$ cat src/tccw_pkg.sv
package tccw_pkg;

    // Default screen geometry
    localparam int DEF_COLUMNS   = 80;
    localparam int DEF_ROWS      = 25;
    localparam int DEF_TAB_WIDTH = 8;

    // Fixed field and state widths
    localparam int CHAR_W   = 8;
    localparam int ATTR_W   = 8;
    localparam int OFFS_W   = 12;
    localparam int POS_W    = OFFS_W - 1;  // cell index, offset is twice this
    localparam int COL_W    = 7;
    localparam int ROW_W    = 5;
    localparam int TABC_W   = 4;           // holds a run of up to eight blanks
    localparam int M_DATA_W = 32;

    localparam logic [ATTR_W-1:0] ATTR_RESET  = 8'h07;
    localparam logic [CHAR_W-1:0] BLANK_GLYPH = 8'd32;

    // Character codes
    localparam logic [CHAR_W-1:0] CODE_BS  = 8'd8;
    localparam logic [CHAR_W-1:0] CODE_TAB = 8'd9;
    localparam logic [CHAR_W-1:0] CODE_LF  = 8'd10;
    localparam logic [CHAR_W-1:0] CODE_CR  = 8'd13;

    typedef enum logic
    {
        ST_IDLE,
        ST_EXEC
    } state_t;

endpackage

$ cat src/text_console_cell_writer_unit.sv
// Text console cell writer.
// Slave stream (s_tvalid/s_tready/s_tdata) carries one character code per
// request. Master stream (m_tvalid/m_tready/m_tdata/m_tuser/m_tlast) carries
// the results: one per line feed, return, backspace or printable character,
// and one blank-cell write per column up to the next tab stop for a tab.
// m_tlast marks the final result of each request.
// cfg_we/cfg_wdata load the attribute byte that goes with every cell write;
// write it only while the block is idle.
// Flow: a request is taken in the idle state; the block then issues its
// results through a single output register, one per cycle while the receiver
// keeps taking them, and takes no new request until the last result is issued.
// One shared 11-bit adder moves the linear cell index (row*COLUMNS + column)
// at most once per result.
// A stalled receiver holds the output register; the sequencer waits until
// that result is taken before producing the next one.
// Reset: cursor to row 0, column 0, attribute 0x07, output empty.
module text_console_cell_writer_unit
#(
    parameter int COLUMNS   = tccw_pkg::DEF_COLUMNS,   // 8..128
    parameter int ROWS      = tccw_pkg::DEF_ROWS,      // 1..32
    parameter int TAB_WIDTH = tccw_pkg::DEF_TAB_WIDTH  // 1..8
)
(
    input  logic                          clk,
    input  logic                          rst_n,
    // request: [7:0] char_code
    input  logic                          s_tvalid,
    output logic                          s_tready,
    input  logic [tccw_pkg::CHAR_W-1:0]   s_tdata,
    // result: [11:0] cell_offset, [19:12] glyph_byte, [27:20] attribute_byte,
    //         [31:28] zero
    output logic                          m_tvalid,
    input  logic                          m_tready,
    output logic [tccw_pkg::M_DATA_W-1:0] m_tdata,
    // result: [0] write_valid
    output logic                          m_tuser,
    // last_of_run
    output logic                          m_tlast,
    // attribute register
    input  logic                          cfg_we,
    input  logic [tccw_pkg::ATTR_W-1:0]   cfg_wdata
);

    localparam int POS_W  = tccw_pkg::POS_W;
    localparam int COL_W  = tccw_pkg::COL_W;
    localparam int ROW_W  = tccw_pkg::ROW_W;
    localparam int TABC_W = tccw_pkg::TABC_W;
    localparam int CHAR_W = tccw_pkg::CHAR_W;
    localparam int ATTR_W = tccw_pkg::ATTR_W;
    localparam int OFFS_W = tccw_pkg::OFFS_W;

    localparam logic [COL_W-1:0]  COL_LAST = COL_W'(COLUMNS - 1);
    localparam logic [ROW_W-1:0]  ROW_LAST = ROW_W'(ROWS - 1);
    localparam logic [TABC_W-1:0] TAB_N    = TABC_W'(TAB_WIDTH);
    localparam logic [TABC_W-1:0] PH_LAST  = TABC_W'(TAB_WIDTH - 1);
    localparam logic [POS_W-1:0]  POS_ONE  = POS_W'(1);
    localparam logic [POS_W-1:0]  POS_COLS = POS_W'(COLUMNS);
    localparam logic [POS_W-1:0]  POS_CM1  = POS_W'(COLUMNS - 1);

    // sequencer and cursor state
    tccw_pkg::state_t    state_reg, state_next;
    logic [CHAR_W-1:0]   code_reg, code_next;
    logic [COL_W-1:0]    col_reg, col_next;
    logic [ROW_W-1:0]    row_reg, row_next;
    logic [POS_W-1:0]    pos_reg, pos_next;       // row*COLUMNS + column, mod 2^11
    logic [TABC_W-1:0]   phase_reg, phase_next;   // column mod TAB_WIDTH
    logic [TABC_W-1:0]   tab_left_reg, tab_left_next;
    logic [ATTR_W-1:0]   attr_reg;

    // output register
    logic                m_tvalid_reg, m_tvalid_next;
    logic                wv_reg, wv_next;
    logic [OFFS_W-1:0]   offs_reg, offs_next;
    logic [CHAR_W-1:0]   glyph_reg, glyph_next;
    logic [ATTR_W-1:0]   oattr_reg, oattr_next;
    logic                last_reg, last_next;

    // shared cursor adder: pos + opnd, or pos - opnd
    logic [POS_W-1:0]    add_opnd;
    logic                add_sub;
    logic [POS_W-1:0]    add_sum;

    logic                out_free;
    logic                row_can_step;

    assign add_sum = pos_reg + (add_sub ? ~add_opnd : add_opnd) + POS_W'(add_sub);

    assign out_free     = !m_tvalid_reg || m_tready;
    assign row_can_step = row_reg < ROW_LAST;

    always_comb
    begin
        state_next    = state_reg;
        code_next     = code_reg;
        col_next      = col_reg;
        row_next      = row_reg;
        pos_next      = pos_reg;
        phase_next    = phase_reg;
        tab_left_next = tab_left_reg;
        m_tvalid_next = m_tvalid_reg && !m_tready;
        wv_next       = wv_reg;
        offs_next     = offs_reg;
        glyph_next    = glyph_reg;
        oattr_next    = oattr_reg;
        last_next     = last_reg;
        add_opnd      = POS_ONE;
        add_sub       = 1'b0;
        s_tready      = 1'b0;

        unique case (state_reg)
            tccw_pkg::ST_IDLE:
            begin
                s_tready = 1'b1;
                if (s_tvalid)
                begin
                    code_next     = s_tdata;
                    tab_left_next = TAB_N - phase_reg;  // run length fixed here
                    state_next    = tccw_pkg::ST_EXEC;
                end
            end
            tccw_pkg::ST_EXEC:
            begin
                if (out_free)
                begin
                    m_tvalid_next = 1'b1;
                    wv_next       = 1'b0;
                    offs_next     = '0;
                    glyph_next    = '0;
                    oattr_next    = '0;
                    last_next     = 1'b1;
                    state_next    = tccw_pkg::ST_IDLE;
                    case (code_reg)
                        tccw_pkg::CODE_LF:
                        begin
                            add_opnd = POS_COLS;
                            if (row_can_step)
                            begin
                                row_next = row_reg + ROW_W'(1);
                                pos_next = add_sum;
                            end
                        end
                        tccw_pkg::CODE_CR:
                        begin
                            add_opnd   = POS_W'(col_reg);
                            add_sub    = 1'b1;
                            col_next   = '0;
                            phase_next = '0;
                            pos_next   = add_sum;
                        end
                        tccw_pkg::CODE_BS:
                        begin
                            add_sub = 1'b1;
                            if (col_reg != '0)
                            begin
                                col_next   = col_reg - COL_W'(1);
                                pos_next   = add_sum;
                                phase_next = (phase_reg == '0) ? PH_LAST
                                                               : phase_reg - TABC_W'(1);
                            end
                        end
                        default:
                        begin
                            // cell write: tab blank or printable glyph
                            wv_next    = 1'b1;
                            offs_next  = {pos_reg, 1'b0};
                            oattr_next = attr_reg;
                            if (code_reg == tccw_pkg::CODE_TAB)
                            begin
                                glyph_next    = tccw_pkg::BLANK_GLYPH;
                                tab_left_next = tab_left_reg - TABC_W'(1);
                                if (tab_left_reg != TABC_W'(1))
                                begin
                                    last_next  = 1'b0;
                                    state_next = tccw_pkg::ST_EXEC;
                                end
                            end
                            else
                            begin
                                glyph_next = code_reg;
                            end
                            if (col_reg == COL_LAST)
                            begin
                                col_next   = '0;
                                phase_next = '0;
                                if (row_can_step)
                                begin
                                    row_next = row_reg + ROW_W'(1);
                                end
                                else
                                begin
                                    // bottom row: back to column zero
                                    add_opnd = POS_CM1;
                                    add_sub  = 1'b1;
                                end
                            end
                            else
                            begin
                                col_next   = col_reg + COL_W'(1);
                                phase_next = (phase_reg == PH_LAST) ? '0
                                                                    : phase_reg + TABC_W'(1);
                            end
                            pos_next = add_sum;
                        end
                    endcase
                end
            end
            default:
            begin
                state_next = tccw_pkg::ST_IDLE;
            end
        endcase
    end

    always_ff @(posedge clk or negedge rst_n)
    begin
        if (!rst_n)
        begin
            state_reg    <= tccw_pkg::ST_IDLE;
            col_reg      <= '0;
            row_reg      <= '0;
            pos_reg      <= '0;
            phase_reg    <= '0;
            tab_left_reg <= '0;
            attr_reg     <= tccw_pkg::ATTR_RESET;
            m_tvalid_reg <= 1'b0;
        end
        else
        begin
            state_reg    <= state_next;
            col_reg      <= col_next;
            row_reg      <= row_next;
            pos_reg      <= pos_next;
            phase_reg    <= phase_next;
            tab_left_reg <= tab_left_next;
            m_tvalid_reg <= m_tvalid_next;
            if (cfg_we)
            begin
                attr_reg <= cfg_wdata;
            end
        end
    end

    always_ff @(posedge clk)
    begin
        code_reg  <= code_next;
        wv_reg    <= wv_next;
        offs_reg  <= offs_next;
        glyph_reg <= glyph_next;
        oattr_reg <= oattr_next;
        last_reg  <= last_next;
    end

    assign m_tvalid = m_tvalid_reg;
    assign m_tdata  = {4'b0000, oattr_reg, glyph_reg, offs_reg};
    assign m_tuser  = wv_reg;
    assign m_tlast  = last_reg;

    // cursor stays on screen
    a_cursor_range: assert property (@(posedge clk) disable iff (!rst_n)
        (col_reg <= COL_LAST) && (row_reg <= ROW_LAST))
        else $error("cursor off screen");

    // tab phase tracks column within a stop
    a_phase_range: assert property (@(posedge clk) disable iff (!rst_n)
        phase_reg <= PH_LAST)
        else $error("tab phase out of range");

    // a tab run in progress has blanks left
    a_tab_left: assert property (@(posedge clk) disable iff (!rst_n)
        (state_reg == tccw_pkg::ST_EXEC && code_reg == tccw_pkg::CODE_TAB)
        |-> (tab_left_reg != '0) && (tab_left_reg <= TAB_N))
        else $error("tab run count broken");

    // cursor-only results carry zero data and end their run
    a_ctrl_zero: assert property (@(posedge clk) disable iff (!rst_n)
        (m_tvalid && !m_tuser) |-> (m_tdata == '0) && m_tlast)
        else $error("control result not zero");

    // no new request while a run is still being issued
    a_no_overlap: assert property (@(posedge clk) disable iff (!rst_n)
        (m_tvalid && !m_tlast) |-> !s_tready)
        else $error("request taken mid-run");

endmodule
$ cat config.mk
export PLATFORM = sky130hd
export DESIGN_NAME = text_console_cell_writer_unit
export DESIGN_NICKNAME = d
export VERILOG_FILES = /design/src/tccw_pkg.sv /design/src/text_console_cell_writer_unit.sv
export SDC_FILE = /design/constraint.sdc
export NUM_CORES = 1
export LEC_CHECK = 0
export BUFFER_PORTS_ARGS = -buffer_cell sky130_fd_sc_hd__buf_4
export CAP_MARGIN = 20
export CORE_MARGIN = 10
export CORE_UTILIZATION = 35
export CTS_CLUSTER_DIAMETER = 50
export DETAILED_ROUTE_END_ITERATION = 8
export PLACE_DENSITY_LB_ADDON = 0.3
export SLEW_MARGIN = 25
export SYNTH_ARGS = -nofsm -noshare
export SYNTH_HDL_FRONTEND = slang
export SYNTH_SLANG_ARGS = --single-unit
$ cat constraint.sdc
create_clock -name clk -period 4.25 [get_ports clk]
set_input_delay 0.2125 -clock clk [delete_from_list [all_inputs] [get_ports clk]]
set_output_delay 0.2125 -clock clk [all_outputs]
set_load 0.03 [all_outputs]
==> results of run 1 <==
-- worst max-delay path, delay by kind of cell (launching register included) --
| kind | cells | cell delay, ns |
|---|---|---|
| DFF | 1 | 0.56 |
| xor gates and xnor gates | 1 | 0.12 |
| and+or+nand+nor | 2 | 0.75 |
| AOI/OAI and AO/OA | 6 | 1.20 |
| adders and majority gates | 1 | 0.43 |
| muxes | 1 | 0.38 |
-- path summary, 6_finish.rpt --
kind,start,to,slack [ns]
setup / recovery,code_reg[1],pos_reg[10],0.71
hold / removal,s_tdata[3],code_reg[3],0.05
setup reg to reg,code_reg[1],pos_reg[10],0.71
hold reg to reg,pos_reg[10],pos_reg[10],0.47
max in group asynchronous,rst_n,attr_reg[2],3.46
min in group asynchronous,rst_n,tab_left_reg[0],0.40
-- layout make-up --
cell class,instances,area (sq um),area share
inverters,16,60.1,0.0120
repair buffers,54,408,0.0813
clock buffers,12,246,0.0491
well taps,147,184,0.0367
multi-input cells,275,1930,0.385
flip-flops and latches,78,2140,0.427
clock inverters,4,47.5,0.00948
-- metal layers --
layer	wire length, microns	up-vias	part of all wire
met5	0	-	0
met4	103	0	0.011
met3	642	13	0.068
met2	4250	97	0.45
met1	4420	1496	0.47
li1	-	1510	-
-- power groups by stage --
stage	clock (W)	sequential [W]	combinational, W
floorplan	0	0.00142	0.000749
global placement	0	0.00131	0.00120
detailed placement	0	0.00132	0.00122
CTS	0.000787	0.00131	0.00123
global route	0.000816	0.00134	0.00136
finish	0.000770	0.00131	0.00123
-- synthesized netlist by cell type (8+ instances only) --
master	instances	area (sq um)
mux2_2	11	124
nor2b_1	23	144
edfxtp_1	37	1110
nand3_1	10	50.1
clkbuf_1	10	37.5
xnor2_1	8	70.1
nand2_1	29	109
o21ai_0	22	110
ha_1	18	225
inv_1	15	56.3
dfrtp_1	38	951
nor2_1	32	120
a21oi_1	24	120
-- what timing repair did --
action,CTS,global route
setup endpoints to repair,0,0
hold buffers,1,0
hold endpoints to repair,38,0
-- cell families after synthesis --
| kind of cell | share of synthesized area |
|---|---|
| compound gates | 0.170 |
| flops | 0.508 |
| fa+ha+maj | 0.0581 |
| xor+xnor | 0.0270 |
| buf+inv | 0.0418 |
| mux | 0.0347 |
| other cells | 0.000889 |
| simple gates | 0.160 |
-- metrics by stage --
step / instances / setup WS (ns) / hold WS (ns)
floorplan: 391 / 0.750 / -0.0831
global placement: 569 / 0.877 / 0.240
detailed placement: 569 / 0.791 / 0.244
CTS: 586 / 0.763 / 0.0432
global route: 586 / 0.485 / 0.0419
finish: 586 / 0.713 / 0.0543
==> flow_metrics.env, run 1 <==
export IMPL_status="complete, no violations"
export IMPL_powerDensity_nw_per_um2=660
export IMPL_fillers=1140
export IMPL_tightest_slew_ns=0.852
export IMPL_diodes=0
export IMPL_path_cells="nor4bb_1, a21oi_1, nor2_1, mux2_2, fa_1, a211oi_1, o21ai_0, a21oi_1, o2111a_1, a21oi_1, xnor2_1"
export IMPL_switching_share=0.389
export IMPL_fin_nets=474
export IMPL_synth_seq_area_share=0.508
export IMPL_synth_avg_cell_area_sq_um=10.9
export IMPL_ys_ff_latch=78
export IMPL_grt_usage=0.113
export IMPL_clockBufferDepth=2
export IMPL_globalRouteMet3Util=0.0373
export IMPL_rr_worst_depth=11
export IMPL_yosys_warnings=0
export IMPL_grt_first_pass_wirelength_microns=15500
export IMPL_cellLeakagePower_nw=2.05
export IMPL_gp_congestion=0.926
export IMPL_grt_max_degree=42
export IMPL_crit_path_start_kind="register"
export IMPL_drc=0
export IMPL_hold_class="input port to register"
export IMPL_synth_edff_count=37
export IMPL_finalInstanceArea_sq_um=5020
export IMPL_synthFlopType="dfrtp_1"
export IMPL_maxCapViolCount=0
export IMPL_path_class="register to register"
export IMPL_antenna_found_initial=0
export IMPL_cts_resized=0
export IMPL_whs_path_depth=1
export IMPL_ys_types=66
export IMPL_syn_cell_area_sq_um=4220
export IMPL_clk_pin_slew_ns=0.06
export IMPL_start_util=0.354
export IMPL_dpl_hpwl_microns=6740
export IMPL_report_final_setup_viol=0
export IMPL_drive_gt1_frac=0.219
export IMPL_wire_per_inst_microns=16.1
export IMPL_grt_pass1_vias=3103
export IMPL_die_area_sq_um=16800
export IMPL_drt_wl_total_microns=9410
export IMPL_clk_latency_ns=0.33
export IMPL_critPathMostFrequentCell="a21oi_1"
export IMPL_layout_common_cells="buf_4, dfrtp_1, edfxtp_1, nor2_1, nand2_1"
export IMPL_period_share=0.832
export IMPL_placedInstanceArea_sq_um=4700
export IMPL_crit_arrival_ns=3.76
export IMPL_post_route_util=0.421
export IMPL_routed_via_count=3116
export IMPL_clockPowerShare=0.233
export IMPL_power_total_w=0.00331
export IMPL_critical_path_max_fanout=10
export IMPL_combPwrFrac=0.372
export IMPL_cts_sinks=78
export IMPL_power_internal_w=0.00202
export IMPL_cts_tree="done"
export IMPL_finalSetupTns_ns=0
export IMPL_rsz0062_at_grt="no"
export IMPL_vias_per_cell=5.32
export IMPL_numPortBuffers=51
export IMPL_hold_viol_final=0
export IMPL_postCtsSetupRepairBufs=0
export IMPL_cts_root_buffer="clkbuf_16"
export IMPL_fin_skew_ns=0.00583
export IMPL_use_met1=0.146
export IMPL_final_antenna_net_count=0
export IMPL_die_x_microns=130
export IMPL_max_freq_ghz=0.283
export IMPL_met2_usage=0.177
export IMPL_fp_row_count=40
export IMPL_cp_slowest_cell="edfxtp_1"
export IMPL_power_frac_seq=0.396
export IMPL_p_sw_w=0.00129
export IMPL_busiest_layer="met2"
export IMPL_fin_crit_ns=3.54
export IMPL_async_reset_ff_frac=0.526
export IMPL_synth_cells=387
export IMPL_crit_required_ns=4.47
export IMPL_relSlewSlack=0.431
export IMPL_drt_iter0_markers=315
export IMPL_htree_num_levels=3
export IMPL_cp_end_kind="register"
export IMPL_io_pins=57
export IMPL_die_h_microns=130
export IMPL_irDropWorstVdd_uv=357
export IMPL_timing_final_max_slew_violations=0
export IMPL_area_growth_pct=18.9
export IMPL_grt_ovfl_total=0
export IMPL_core_sq_um=11900
export IMPL_drt_first_pass_iters=4
export IMPL_final_common_cell="buf_4"
export IMPL_max_stage_delay_ns=0.56
export IMPL_numCtsBuffers=9
(Power assumes the default switching activity.)
==> run 2: changes to the inputs <==
- clock period: 4.25 -> 3.18 ns (I/O delays scaled with it)
==> run 2 against run 1 <==
Fmax rose by 13%; core utilization rose by 3.3 points; sequential cell count did not move; register-to-register slack got worse by 0.67 ns; hold slack got worse by 0.0031 ns; critical path depth did not move; clock skew fell by 0.0018 ns; final cell count rose by 6.0%; non-clock buffer count rose by 35; largest cell class unchanged.
==> flow_metrics.env, run 2 (synthesis gave the netlist of run 1 again) <==
export IMPL_crit_required_ns=3.37
export IMPL_fin_skew_ns=0.00399
export IMPL_hp_start="cfg_wdata[0]"
export IMPL_seq_area_sq_um=2140
export IMPL_layout_common_cells="buf_4, dfrtp_1, edfxtp_1, nor2_1, nand2_1"
export IMPL_dpl_hpwl_microns=6910
export IMPL_io_pins=57
export IMPL_cts_tree="done"
export IMPL_fin_nets=509
export IMPL_hold_end="attr_reg[0]"
export IMPL_cellLeakagePower_nw=2.25
export IMPL_rrSetupSlack_ns=0.05
export IMPL_vias_per_cell=5.16
export IMPL_cp_top_family="simple AND/OR/NAND/NOR gates"
export IMPL_fillers=1122
export IMPL_period_share=0.986
export IMPL_r2r_start="code_reg[7]"
export IMPL_cp_slowest_cell="or4b_4"
export IMPL_numCtsBuffers=9
export IMPL_die_x_microns=130
export IMPL_crit_arrival_ns=3.32
export IMPL_area_growth_pct=28.3
export IMPL_numPortBuffers=51
export IMPL_critPathLaunch="code_reg[7]"
export IMPL_clk_pin_slew_ns=0.06
export IMPL_cts_root_buffer="clkbuf_16"
export IMPL_grt_max_degree=42
export IMPL_report_final_setup_viol=0
export IMPL_path_class="register to register"
export IMPL_hold_viol_final=0
export IMPL_diodes=0
export IMPL_rr_worst_depth=11
export IMPL_die_area_sq_um=16800
export IMPL_routed_via_count=3205
export IMPL_crit_path_start_kind="register"
export IMPL_drive_gt1_frac=0.285
export IMPL_final_antenna_net_count=0
export IMPL_drt_first_pass_iters=4
export IMPL_final_common_cell="buf_4"
export IMPL_clockBufferDepth=2
export IMPL_r2r_end="pos_reg[6]"
export IMPL_worst_path_buf_inv=1
export IMPL_core_sq_um=11900
export IMPL_maxCapViolCount=0
export IMPL_grt_usage=0.117
export IMPL_hold_class="input port to register"
export IMPL_start_util=0.354
export IMPL_pre_cts_slack_ns=-0.0583
export IMPL_powerDensity_nw_per_um2=880
export IMPL_max_freq_ghz=0.319
export IMPL_max_stage_delay_ns=0.59
export IMPL_drc=0
export IMPL_rsz0062_at_grt="yes"
export IMPL_htree_num_levels=3
export IMPL_grt_pass1_vias=3145
export IMPL_critical_path_max_fanout=4
export IMPL_drt_wl_total_microns=9620
export IMPL_timing_final_max_slew_violations=0
export IMPL_dpl_cell_count=592
export IMPL_antenna_found_initial=0
export IMPL_fin_crit_ns=3.13
export IMPL_wire_per_inst_microns=15.5
export IMPL_multi_input_area_sq_um=1980
export IMPL_cts_sinks=78
export IMPL_die_h_microns=130
export IMPL_path_cells="or4b_4, nor3_4, o32ai_4, mux2_4, fa_2, a211oi_2, buf_4, o21bai_1, a21oi_1, xor2_1, o21ai_0"
export IMPL_clk_latency_ns=0.34
export IMPL_fin_ws_ns=0.0458
export IMPL_whs_path_depth=2
export IMPL_gp_congestion=0.903
export IMPL_irDropWorstVdd_uv=448
export IMPL_fp_row_count=40
export IMPL_grt_first_pass_wirelength_microns=15800
export IMPL_finalSetupTns_ns=0
export IMPL_fin_cells=621
export IMPL_tightest_slew_ns=0.707
export IMPL_drt_iter0_markers=205
export IMPL_power_total_w=0.00476
export IMPL_cp_end_kind="register"
export IMPL_relSlewSlack=0.529
export IMPL_status="complete, no violations"
export IMPL_grt_ovfl_total=0
run 2: timing repair:
action | 4_1_cts | 5_1_grt
hold buffers | 9 | 0
gates resized for setup | 3 | 14
endpoints found under the setup margin | 2 | 5
endpoints found under the hold margin | 46 | 0
setup buffers | 0 | 4
pin swaps | 2 | 15
run 2: metal layers:
metal | up-vias | routed length [microns] | track usage
li1 | 1581 | - | -
met1 | 1538 | 4430 | 0.146
met2 | 77 | 4520 | 0.186
met3 | 9 | 539 | 0.0381
met4 | 0 | 129 | 0.0417
met5 | - | 0 | 0
run 2: worst max-delay path by stage:
stage	endpoint	slack (ns)	depth (start not counted)
6_report	pos_reg[6]	0.05	11
5_1_grt	pos_reg[6]	-0.07	11
4_1_cts	pos_reg[10]	0.03	11
3_5_place_dp	pos_reg[10]	-0.06	11
3_3_place_gp	pos_reg[10]	-0.01	11
2_1_floorplan	pos_reg[10]	0.08	11
run 2: cell type report:
type	count	share of cell area
Sequential cell	78	0.396
Multi-Input combinational cell	275	0.366
Timing Repair Buffer	89	0.128
Clock buffer	12	0.0437
Tap cell	147	0.0340
Clock inverter	4	0.0222
Inverter	16	0.0113
run 2: metrics by stage:
step	util	instance area [sq um]	hold WS (ns)
final	0.454	5410	0.0512
after global routing	0.454	5410	0.0458
after CTS	0.447	5330	0.0455
after floorplan	-	4230	-0.137
after global placement	0.409	4870	0.187
after detailed placement	0.409	4870	0.195
run 2: where the power goes:
| group | internal [W] | switching (W) | total, W |
|---|---|---|---|
| clock network | 0.000847 | 0.000387 | 0.00123 |
| logic | 0.000726 | 0.00111 | 0.00183 |
| registers | 0.00145 | 0.000241 | 0.00169 |
| total | 0.00303 | 0.00173 | 0.00476 |
